**src/hw/rtl/qrpr_pkg.sv**
```systemverilog
// Package for the QR module pixel renderer.
// Holds the transaction structs, the register index codes and the divider chain types.
// No dependencies.
package qrpr_pkg;

  localparam int unsigned CoordBits = 12;
  localparam int unsigned CellBits  = 8;
  localparam int unsigned RgbBits   = 16;
  localparam int unsigned CfgBits   = 16;
  localparam int unsigned DivW      = 16;  // span is below 2**16 whenever the config is valid
  localparam int unsigned SpanW     = 17;
  localparam int unsigned QuoW      = 8;   // module index across the span stays below 256
  localparam int unsigned QuietMax  = 16;
  localparam int unsigned SizeMin   = 21;

  typedef enum logic [2:0] {
    RegQrSize      = 3'd0,
    RegQuietBorder = 3'd1,
    RegOriginLeft  = 3'd2,
    RegOriginTop   = 3'd3,
    RegPixelScale  = 3'd4,
    RegDarkRgb     = 3'd5,
    RegLightRgb    = 3'd6,
    RegBackRgb     = 3'd7
  } reg_idx_e;

  typedef enum logic {
    FuncLoad   = 1'b0,
    FuncRender = 1'b1
  } func_e;

  typedef struct packed {
    logic                 func;
    logic [CoordBits-1:0] surface_x;
    logic [CoordBits-1:0] pixel_y;
    logic [CellBits-1:0]  cell_x;
    logic [CellBits-1:0]  cell_y;
    logic                 cell_dark;
  } in_t;

  typedef struct packed {
    logic [RgbBits-1:0] pixel_rgb;
    logic               status;
  } out_t;

  // Payload handed from cell to cell along the divider chain.
  typedef struct packed {
    logic            err;
    logic            outside;
    logic [DivW-1:0] rem_x;
    logic [DivW-1:0] rem_y;
    logic [QuoW-1:0] quo_x;
    logic [QuoW-1:0] quo_y;
  } div_t;

endpackage

```
**src/hw/rtl/qrpr_div_cell.sv**
```systemverilog
// One cell of the restoring divider chain: resolves one quotient bit on both axes.
// Depends on qrpr_pkg.
module qrpr_div_cell #(
  parameter int unsigned Shift = 0
) (
  input  logic               clk_i,
  input  logic               rst_ni,
  input  logic               adv_i,
  input  logic [7:0]         scale_i,
  input  logic               valid_i,
  input  qrpr_pkg::div_t     data_i,
  output logic               valid_o,
  output qrpr_pkg::div_t     data_o
);

  logic [qrpr_pkg::DivW-1:0] trial;
  qrpr_pkg::div_t            data_d, data_q;
  logic                      valid_q;

  always_comb begin
    trial  = qrpr_pkg::DivW'(scale_i) << Shift;
    data_d = data_i;
    if (data_i.rem_x >= trial) begin
      data_d.rem_x        = data_i.rem_x - trial;
      data_d.quo_x[Shift] = 1'b1;
    end
    if (data_i.rem_y >= trial) begin
      data_d.rem_y        = data_i.rem_y - trial;
      data_d.quo_y[Shift] = 1'b1;
    end
  end

  always_ff @(posedge clk_i or negedge rst_ni) begin
    if (!rst_ni) begin
      valid_q <= 1'b0;
    end else if (adv_i) begin
      valid_q <= valid_i;
    end
  end

  always_ff @(posedge clk_i) begin
    if (adv_i) begin
      data_q <= data_d;
    end
  end

  assign valid_o = valid_q;
  assign data_o  = data_q;

endmodule

```
**config.mk**
```make
export PLATFORM = sky130hd
export DESIGN_NAME = qrpr_div_cell
export DESIGN_NICKNAME = d
export VERILOG_FILES = /design/src/hw/rtl/qrpr_pkg.sv /design/src/hw/rtl/qrpr_div_cell.sv
export SDC_FILE = /design/constraint.sdc
export NUM_CORES = 1
export LEC_CHECK = 0
export ABC_AREA = 1
export ABC_CLOCK_PERIOD_IN_PS = 1000
export BUFFER_PORTS_ARGS = -buffer_cell sky130_fd_sc_hd__buf_2
export CAP_MARGIN = 30
export CORE_UTILIZATION = 51
export CTS_CLUSTER_DIAMETER = 60
export DETAILED_ROUTE_END_ITERATION = 8
export GPL_ROUTABILITY_DRIVEN = 0
export PLACE_DENSITY = 0.81
export SETUP_SLACK_MARGIN = 0.4
export SLEW_MARGIN = 10
export SYNTH_ARGS = -nofsm -noshare
export SYNTH_HDL_FRONTEND = slang
export SYNTH_SLANG_ARGS = --single-unit
```
**constraint.sdc**
```tcl
create_clock -name clk_i -period 1 [get_ports clk_i]
set_input_delay 0.2 -clock clk_i [delete_from_list [all_inputs] [get_ports clk_i]]
set_output_delay 0.2 -clock clk_i [all_outputs]
set_load 0.03 [all_outputs]
```
* Yosys cells after proc, flatten, opt, wreduce, memory -nomap -nowiden
Index checks and enable logic that the tools add are counted.
** Storage, ports and cells
- Output and inout bits :: 51
- Register bits :: 51
- Logic and storage cells :: 15
- Bits of input ports :: 62
** Cells by class
- Mux-type cells :: 2
- $add $sub $neg :: 2
- Order comparisons :: 2
** Operators by type and width (number)
- greater-or-equal comparator 16 x 8 -> 1 bit :: 2
- two-way mux 16 bit :: 2
- subtractor 16 x 8 -> 16 bit :: 2

* Depth between registers and ports, before layout
Gate-level depths: netlist (run 1).
- Depth after elaboration :: 2
- Mapped depth :: 13
- Mapped depth without buffers :: 12

* Least setup slack after synthesis (run 1)
Ideal clock, no wire load.
- Path type :: input-to-reg
- From :: input data_i[16] (netlist bit)
- To :: register data_q (netlist bit data_o[22]) (data pin)
- Cell stages on the path :: 12
- Setup slack :: -0.787 ns
- Path buffers :: 1
- Data required time :: 0.747 ns
- Setup time :: 0.253 ns
- Arrival time :: 1.534 ns
- Cells stage by stage :: inv_1 ha_1 fa_1 inv_1 nand3_1 nand3_1 a21oi_2 nand2_4 inv_4 buf_8 nand2_1 nand2_1
** RTL lines
- start, declared :: RTL line qrpr_div_cell.sv:11 : input qrpr_pkg::div_t data_i,
- end signal, assigned :: RTL line qrpr_div_cell.sv:43 : data_q <= data_d;
- end, declared :: RTL line qrpr_div_cell.sv:17 : qrpr_pkg::div_t data_d, data_q;

==> run summary, run 1 <==
status: finished, violations left
violated checks: design-rule violations, negative setup slack
leakage: 0.00276 uW
worst vdd ir: 0.00137 V
Synth Register Bits: 51
initial antenna violation count: 1
final cell utilization of the core: 93.9%
worst endpoint required time: 1.07 ns
Synth top cells by count: nand2_1 (126), inv_1 (57), edfxtp_1 (50)
Hold Path Class: in2reg
Least-Margin Pin Slew: 0.369 ns
Compound-Gate Fraction of Synth Area: 7.68%
dpl cells: 669
Avg Vias per Cell: 6.57
Starting Density: 52.9%
vias in the first global route: 4086
Met1 Wirelength: 5.45 mm
Max Fanout on Critical Path: 5
DRC: 29
Avg WL per Cell: 24.9 um
Crit-path slowest cell: ha_4
Layout Skew: 0 ns
Root Buffer: clkbuf_8
warnings from Yosys: 0
Critical path buffers and inverters: 3
TritonRoute pass-1 iters: 9
Sinks on Clock Net: 51
CTS tree: yes
Final Hold Fails: 0
Inserted Clock Buffers: 5
layout cells sized above 1: 60.1%
cell area after synthesis: 3360 um2
WL final: 17.3 mm
Buffers on Ports: 112
post-layout minimum cycle time: 1.67 ns
Syn Inst Count: 398
area share of the leading cell type in the synthesized netlist: 44.7%
Post-synth EDFFs: 50
Die ar.: 6910 um2
RSZ-0062 raised after global routing: true
post-detail-place hpwl: 6.85 mm
crit path DAT: 1.74 ns
critical path cell sequence: buf_8 > clkinvlp_4 > ha_4 > nand2_2 > nand2_2 > nand2_2 > nand2_2 > a21oi_4 > nand2_8 > buf_6 > nand2_2 > nand2_1
Yosys top cell by area: edfxtp_1
post-synthesis mux area share: 0.335%
Worst path most repeated cell: nand2_2
simple-gate area share of the yosys netlist: 28.0%
Slew Viols, Final: 0
grt ovf: 0
Post-DRT Antenna Nets: 0
htree depth: 2
die width: 83.1 um
DR iter-0 viols: 794
main combinational cell family by area after synthesis: simple AND/OR/NAND/NOR gates
ys async rst share: 1.96%
Setup violations, final: 85
Tcrit/Tclk final: 167%
max incr delay on CP: 0.27 ns
met3 wire len: 2.52 mm
most numerous cell in the Yosys netlist: nand2_1
worst skew pair latency: 0.33 ns
Synth cell types: 29
Adder-Cell Fraction of Synth Area: 7.16%
synthesized area per cell: 8.43 um2
clk slew on worst S/H paths: 0.11 ns
clock buffer depth: 2
slack of the critical path: -0.668 ns
largest net degree at the start of global routing: 31
Synth Flop Type: edfxtp_1
WS Path Type: in2reg
Die Ht: 83.1 um
fillers: 184
Final Non-Filler Cells: 694
vias: 4561
dpl ws: -0.928 ns
Met2 Wirelength: 7.73 mm
Total GRT Usage: 37.9%
first-pass GRT wire length: 20.6 mm
# IOs: 113
NumNets Final: 695
Max Fclk: 600 MHz
Power per Cell Area: 1230 nW/um2
Max Cap Violations: 0
CP startpoint kind: input pin
max layer used: met4
Synth Area in XOR/XNOR: 2.61%
critical path's top delay family: simple AND/OR/NAND/NOR gates
# rows: 29
Synthesized Nets: 478
Critical Path End Type: flip-flop
Seq/Total Area, Yosys: 45.5%
Area Overhead vs Synth: 77.5%
Design Power: 7320 uW
core outline area: 6350 um2
worst slew margin relative to its limit: 75.3%
synth top area cells: edfxtp_1 (45%), nand2_1 (14%), inv_1 (6.4%)
[cell usage in the layout (no fill, tap or decap), drive strengths merged]
cell / n
a21boi: 2
edfxtp: 50
ha: 16
nand2: 131
xor2: 6
or2: 4
fa: 2
a21oi: 19
clkinvlp: 2
buf: 210
inv: 59
dfrtp: 1
mux2: 1
nor3: 2
nor2: 35
nand3b: 1
nand4: 8
nand3: 34
clkinv: 5
diode: 1
o21ai: 16
dlygate4sd3: 1
and2: 2
xnor2: 4
clkbuf: 5
[cell families (layout without fill, tap and decap cells)]
| family | after synthesis | in the layout |
|---|---|---|
| AOI/OAI and AO/OA | 37 | 37 |
| DFF | 51 | 51 |
| other | 0 | 1 |
| buffers and inverters | 65 | 282 |
| adders and majority gates | 18 | 18 |
| xor gates and xnor gates | 10 | 10 |
| muxes | 1 | 1 |
| and+or+nand+nor | 216 | 217 |
[path summary, 6_finish.rpt]
kind,start,depth (start not counted),slack [ns],endpoint
min,data_i[13],1,0.04,data_o[13]
max in group asynchronous,rst_ni,2,0.72,valid_o
max reg2reg,valid_o,1,0.19,valid_o
min in group asynchronous,rst_ni,2,0.18,valid_o
min reg2reg,valid_o,1,0.58,valid_o
max,scale_i[5],12,-0.67,data_o[38]
[sequential cells by signal, indices dropped and copies added (netlist names)]
register  flops
valid_o       1
data_o       50
[per-layer routing]
layer,up-vias,track usage [%]
met3,201,7.95
met1,2015,45.0
met4,0,23.4
met2,603,63.0
li1,1742,-
met5,-,0
[what timing repair did]
| item | CTS | global route |
|---|---|---|
| endpoints found under the setup margin | 86 | 86 |
| cloned | 3 | 0 |
| buffers inserted | 7 | 5 |
| endpoints found under the hold margin | 1 | 0 |
| hold buffers | 1 | 0 |
| resized for setup | 201 | 52 |
| pin swaps | 41 | 33 |
[cell type report]
| cell class | instances | area [um2] | share of cell area [%] |
|---|---|---|---|
| Inverter | 61 | 292 | 4.89 |
| Sequential cell | 51 | 1530 | 25.6 |
| Timing Repair Buffer | 211 | 1760 | 29.5 |
| Timing Repair inverter | 2 | 32.5 | 0.546 |
| Antenna cell | 1 | 2.50 | 0.0420 |
| Tap cell | 77 | 96.3 | 1.62 |
| Clock inverter | 3 | 28.8 | 0.483 |
| Clock buffer | 5 | 68.8 | 1.15 |
| Multi-Input combinational cell | 283 | 2150 | 36.1 |
[through the flow]
stage	hold WS, ns	instance area (um2)	setup TNS, ns
finish	0.0353	5960	-24.87
global route	0.0201	5960	-31.13
CTS	0.0511	5700	-16.55
detailed placement	-0.0249	4860	-28.73
global placement	-0.0259	4860	-27.15
floorplan	-0.0956	3590	-19.25
[report_power, final]
group          total [uW]  leakage [uW]  internal [uW]  switching (uW)
Combinational        3140       0.00221           1350            1790
Clock                1410     0.0000502            522             885
Sequential           2770      0.000501           2630             138
Total                7320       0.00276           4510            2810
(Power assumes the default switching activity.)
==> run 2: changes to the inputs <==
==> constraint.sdc (replaced) <==
create_clock -name clk_i -period 1 [get_ports clk_i]
set_input_delay 0.05 -clock clk_i [delete_from_list [all_inputs] [get_ports clk_i]]
set_output_delay 0.05 -clock clk_i [all_outputs]
set_load 0.03 [all_outputs]
==> run summary, run 2 (synthesized netlist as in run 1, its figures left out) <==
Post-DRT Antenna Nets: 0 (unchanged)
RSZ-0062 raised after global routing: true (unchanged)
Gate power share: 41.9% (was 42.9%)
Die Ht: 83.1 um (unchanged)
initial antenna violation count: 0 (was 1)
layout cells sized above 1: 57.0% (was 60.1%)
Avg Vias per Cell: 6.00 (was 6.57)
NumNets Final: 691 (was 695)
Sinks on Clock Net: 51 (unchanged)
clock buffer depth: 2 (unchanged)
register share of total power: 39.0% (was 37.8%)
Starting Density: 52.9% (unchanged)
core outline area: 6350 um2 (unchanged)
largest net degree at the start of global routing: 33 (was 31)
Max Cap Violations: 0 (unchanged)
Total GRT Usage: 36.4% (was 37.9%)
slack of the critical path: -0.488 ns (was -0.668 ns)
vias: 4133 (was 4561)
post-detail-place hpwl: 7.11 mm (was 6.85 mm)
TritonRoute pass-1 iters: 8 (was 9)
vias in the first global route: 3936 (was 4086)
worst endpoint required time: 1.09 ns (was 1.07 ns)
# rows: 29 (unchanged)
Final Hold Fails: 16 (was 0)
htree depth: 2 (unchanged)
switching pwr: 2590 uW (was 2810 uW)
grt ovf: 0 (unchanged)
die width: 83.1 um (unchanged)
Slew Viols, Final: 0 (unchanged)
Inserted Clock Buffers: 5 (unchanged)
WS Path Type: in2reg (unchanged)
Design Power: 7050 uW (was 7320 uW)
CP startpoint kind: input pin (unchanged)
first-pass GRT wire length: 19.8 mm (was 20.6 mm)
post-layout minimum cycle time: 1.49 ns (was 1.67 ns)
Buffers on Ports: 112 (unchanged)
dpl cells: 668 (was 669)
Max Fclk: 672 MHz (was 600 MHz)
worst slew margin relative to its limit: 78.4% (was 75.3%)
Max Fanout on Critical Path: 4 (was 5)
leakage: 0.00271 uW (was 0.00276 uW)
Die ar.: 6910 um2 (unchanged)
worst skew pair latency: 0.32 ns (was 0.33 ns)
Area Overhead vs Synth: 72.5% (was 77.5%)
# IOs: 113 (unchanged)
commonest cells after routing, fill and taps aside: buf_4 (85), nand2_1 (84), buf_6 (61), buf_2 (55), edfxtp_1 (50) (was buf_4 (87), nand2_1 (74), buf_6 (64), buf_2 (53), edfxtp_1 (50))
worst vdd ir: 0.000882 V (was 0.00137 V)
Tcrit/Tclk final: 149% (was 167%)
register area: 1530 um2 (unchanged)
DRC: 0 (was 29)
Min Hold Slack: -0.104 ns (was 0.0353 ns)
Design Area, Final: 5790 um2 (was 5960 um2)
dpl cell area: 4840 um2 (was 4860 um2)
Power per Cell Area: 1220 nW/um2 (was 1230 nW/um2)
DR iter-0 viols: 651 (was 794)
Root Buffer: clkbuf_8 (unchanged)
Final Non-Filler Cells: 689 (was 694)
fillers: 239 (was 184)
Pint: 4460 uW (was 4510 uW)
clk slew on worst S/H paths: 0.10 ns (was 0.11 ns)
status: finished, violations left (unchanged)
Critical Path End Type: flip-flop (unchanged)
Hold Path Class: in2reg (unchanged)
Layout Skew: 0 ns (unchanged)
commonest non-fill, non-tap cell in the layout: buf_4 (unchanged)
Least-Margin Pin Slew: 0.323 ns (was 0.369 ns)
Avg WL per Cell: 21.0 um (was 24.9 um)
Sw Share: 36.8% (was 38.4%)
CTS tree: yes (unchanged)
ant diodes: 0 (was 1)
WL final: 14.4 mm (was 17.3 mm)
violated checks: negative hold slack, negative setup slack (was design-rule violations, negative setup slack)
max FFs per register: 50 (unchanged)
Setup violations, final: 34 (was 85)
clock network power share: 19.1% (was 19.2%)
crit path DAT: 1.58 ns (was 1.74 ns)
multi-input logic area: 2040 um2 (was 2150 um2)
run 2: changes by cell type in the layout (fill, tap and decap cells not counted), sizes merged:
cell / change
buf: -4
clkinv: -1
diode: -1
dlygate4sd3: +1
inv: +1
nand2: -1
run 2: critical path, cell delays in order:
cell,delay [ns]
buf_2,0.11
inv_2,0.11
ha_4,0.24
nand2_1,0.09
nand2_1,0.21
inv_2,0.21
nand2_1,0.12
or2_2,0.31
nand3_2,0.07
nand2_1,0.06
run 2: power groups by stage:
stage | registers (uW) | clock network (uW) | logic [uW]
2_1_floorplan | 3190 | 0 | 827
5_1_grt | 2760 | 1410 | 3080
3_5_place_dp | 2710 | 0 | 2200
4_1_cts | 2730 | 1320 | 2630
6_report | 2750 | 1350 | 2950
3_3_place_gp | 2710 | 0 | 2130
run 2: final cells by class:
cell class              count  share of cell area (%)
multi-input cells         282                    35.2
flip-flops and latches     51                    26.4
repair inverters            2                   0.432
inverters                  61                    4.99
clock buffers               5                    1.19
well taps                  77                    1.66
repair buffers            208                    29.6
clock inverters             3                   0.497
run 2: metal layers:
layer / track usage (%) / part of all wire [%]
met1: 41.8 / 33
met3: 6.16 / 11
met5: 0 / 0
met4: 19.7 / 9.2
met2: 64.3 / 47
run 2: timing repair:
item / CTS / global route
pin swaps: 30 / 27
hold endpoints to repair: 18 / 17
hold buffers: 1 / 1
setup endpoints to repair: 86 / 86
buffers inserted: 6 / 3
resized for setup: 184 / 40
cloned: 2 / 0
run 2: final timing paths:
check / start / slack [ns] / to / cells past startpoint
max in group asynchronous: rst_ni / 0.85 / valid_o / 2
max reg2reg: valid_o / 0.20 / valid_o / 1
min: data_i[3] / -0.10 / data_o[3] / 1
min in group asynchronous: rst_ni / 0.05 / valid_o / 2
min reg2reg: valid_o / 0.56 / valid_o / 1
max: scale_i[4] / -0.49 / data_o[21] / 10
run 2: stage by stage:
step / setup WS (ns) / setup TNS, ns / utilization [%]
after floorplan: -0.533 / -14.15 / -
after global placement: -0.698 / -22.03 / 76.2
after detailed placement: -0.770 / -23.86 / 76.2
after CTS: -0.277 / -7.97 / 88.3
after global routing: -0.591 / -17.03 / 91.2
final: -0.488 / -12.48 / 91.2
==> run 3: changes to the inputs <==
--- a/config.mk
+++ b/config.mk
@@ -14,6 +14,7 @@
 export DETAILED_ROUTE_END_ITERATION = 8
 export GPL_ROUTABILITY_DRIVEN = 0
 export PLACE_DENSITY = 0.81
+export RECOVER_POWER = 50
 export SETUP_SLACK_MARGIN = 0.4
 export SLEW_MARGIN = 10
 export SYNTH_ARGS = -nofsm -noshare
==> run summary, run 3 (synthesized netlist as in run 1, its figures left out) <==
worst skew pair latency: 0.32 ns (about the same)
Final Non-Filler Cells: 689 (unchanged)
post-layout minimum cycle time: 1.51 ns (was 1.49 ns)
HP Start: data_i[3] (unchanged)
Slew Viols, Final: 0 (unchanged)
first-pass GRT wire length: 19.8 mm (unchanged)
Worst setup endpoint: data_o[21] (unchanged)
die width: 83.1 um (unchanged)
CP startpoint kind: input pin (unchanged)
Crit. Startpoint: scale_i[4] (unchanged)
status: finished, violations left (unchanged)
final cell utilization of the core: 90.9% (was 91.2%)
dpl ws: -0.770 ns (unchanged)
WL final: 14.5 mm (was 14.4 mm)
slack of the critical path: -0.507 ns (was -0.488 ns)
Post-DRT Antenna Nets: 0 (unchanged)
Avg Vias per Cell: 6.06 (was 6.00)
NumNets Final: 691 (unchanged)
DRC: 0 (unchanged)
Die Ht: 83.1 um (unchanged)
ant diodes: 0 (unchanged)
Reg-to-Reg End: valid_o (unchanged)
worst vdd ir: 0.000883 V (was 0.000882 V)
grt met2 use: 64.3% (unchanged)
R2R Path Start: valid_o (unchanged)
Inserted Clock Buffers: 5 (unchanged)
CTS tree: yes (unchanged)
clk slew on worst S/H paths: 0.10 ns (about the same)
# IOs: 113 (unchanged)
Starting Density: 52.9% (unchanged)
Max Cap Violations: 0 (unchanged)
commonest cells after routing, fill and taps aside: nand2_1 (84), buf_4 (84), buf_6 (61), buf_2 (53), edfxtp_1 (50) (was buf_4 (85), nand2_1 (84), buf_6 (61), buf_2 (55), edfxtp_1 (50))
max FFs per register: 50 (unchanged)
initial antenna violation count: 0 (unchanged)
crit path DAT: 1.59 ns (was 1.58 ns)
grt ovf: 0 (unchanged)
gr busiest metal: met2 (unchanged)
Max Fanout on Critical Path: 4 (unchanged)
leakage: 0.00270 uW (was 0.00271 uW)
Critical Path End Type: flip-flop (unchanged)
Avg WL per Cell: 21.1 um (was 21.0 um)
vias in the first global route: 3936 (unchanged)
Die ar.: 6910 um2 (unchanged)
worst endpoint required time: 1.09 ns (about the same)
violated checks: negative hold slack, negative setup slack (unchanged)
GR Util met3: 6.16% (unchanged)
Buffers on Ports: 112 (unchanged)
Max Fclk: 664 MHz (was 672 MHz)
Area Overhead vs Synth: 71.9% (was 72.5%)
DR iter-0 viols: 614 (was 651)
htree depth: 2 (unchanged)
largest net degree at the start of global routing: 33 (unchanged)
Layout Skew: 0 ns (unchanged)
dpl cells: 668 (unchanged)
worst slew margin relative to its limit: 46.0% (was 78.4%)
Power per Cell Area: 1220 nW/um2 (about the same)
Setup violations, final: 34 (unchanged)
TritonRoute pass-1 iters: 8 (unchanged)
Least-Margin Pin Slew: 0.811 ns (was 0.323 ns)
Root Buffer: clkbuf_8 (unchanged)
vias: 4172 (was 4133)
layout cells sized above 1: 56.7% (was 57.0%)
WS Path Type: in2reg (unchanged)
Tcrit/Tclk final: 151% (was 149%)
setup TNS: -13.36 ns (was -12.48 ns)
RSZ-0062 raised after global routing: true (unchanged)
post-detail-place hpwl: 7.11 mm (unchanged)
Design Power: 7050 uW (about the same)
Total GRT Usage: 36.4% (unchanged)
Final Hold Fails: 16 (unchanged)
Sinks on Clock Net: 51 (unchanged)
Reg2Reg Depth: 1 (unchanged)
met1 Use GR: 41.8% (unchanged)
R2R Setup Slk: 0.20 ns (about the same)
# rows: 29 (unchanged)
core outline area: 6350 um2 (unchanged)
clock buffer depth: 2 (unchanged)
Hold Path Class: in2reg (unchanged)
Min Hold Slack: -0.101 ns (was -0.104 ns)
==> run 3: changes by cell type in the layout (fill, tap and decap cells not counted), sizes merged <==
cell | previous run | this run
buf | 206 | 202
clkbuf | 5 | 9
==> run 3: where the power goes <==
group,total [uW],internal (uW),switching (uW)
Sequential,2750,2630,120
Combinational,2950,1300,1650
Clock,1350,521,829
==> run 3: metrics by stage <==
stage | instance area (um2) | hold WS (ns)
2_1_floorplan | 3590 | -0.246
3_3_place_gp | 4840 | -0.176
3_5_place_dp | 4840 | -0.167
4_1_cts | 5610 | -0.0982
5_1_grt | 5770 | -0.108
6_report | 5770 | -0.101
==> run 3: per-layer routing <==
layer,routed length [um],vias up,share of wire [%]
met5,0,-,0
met3,1590,146,11
li1,-,1733,-
met2,6840,411,47
met4,1260,0,8.7
met1,4840,1882,33
==> run 3: final cells by class <==
type                    instances  area (um2)
fillers                       243         578
inverters                      61         289
multi-input cells             282        2040
repair inverters                2        25.0
clock inverters                 3        28.8
well taps                      77        96.3
clock buffers                   5        68.8
repair buffers                208        1700
flip-flops and latches         51        1530
==> run 3: timing repair <==
item                                    CTS  global route
hold buffers                              1             1
endpoints found under the setup margin   86            86
endpoints found under the hold margin    18            17
pin swaps                                30            27
resized for setup                       184            40
setup buffers                             6             3
cloned                                    2             0
==> run 3: how the worst min path moves through the flow <==
stage                     slack, ns  cells past startpoint         end
final                         -0.10                      1   data_o[3]
after global routing          -0.11                      1   data_o[5]
after CTS                      -0.1                      1  data_o[48]
after detailed placement      -0.17                      1     valid_o
after global placement        -0.18                      1     valid_o
after floorplan               -0.25                      0     valid_o
==> run 3: critical path, stage by stage <==
cell and delay (ns):
buf_2 0.11, inv_2 0.11, ha_4 0.24, nand2_1 0.09, nand2_1 0.22, inv_2 0.21, nand2_1 0.12, or2_2 0.31
nand3_2 0.07, nand2_1 0.06
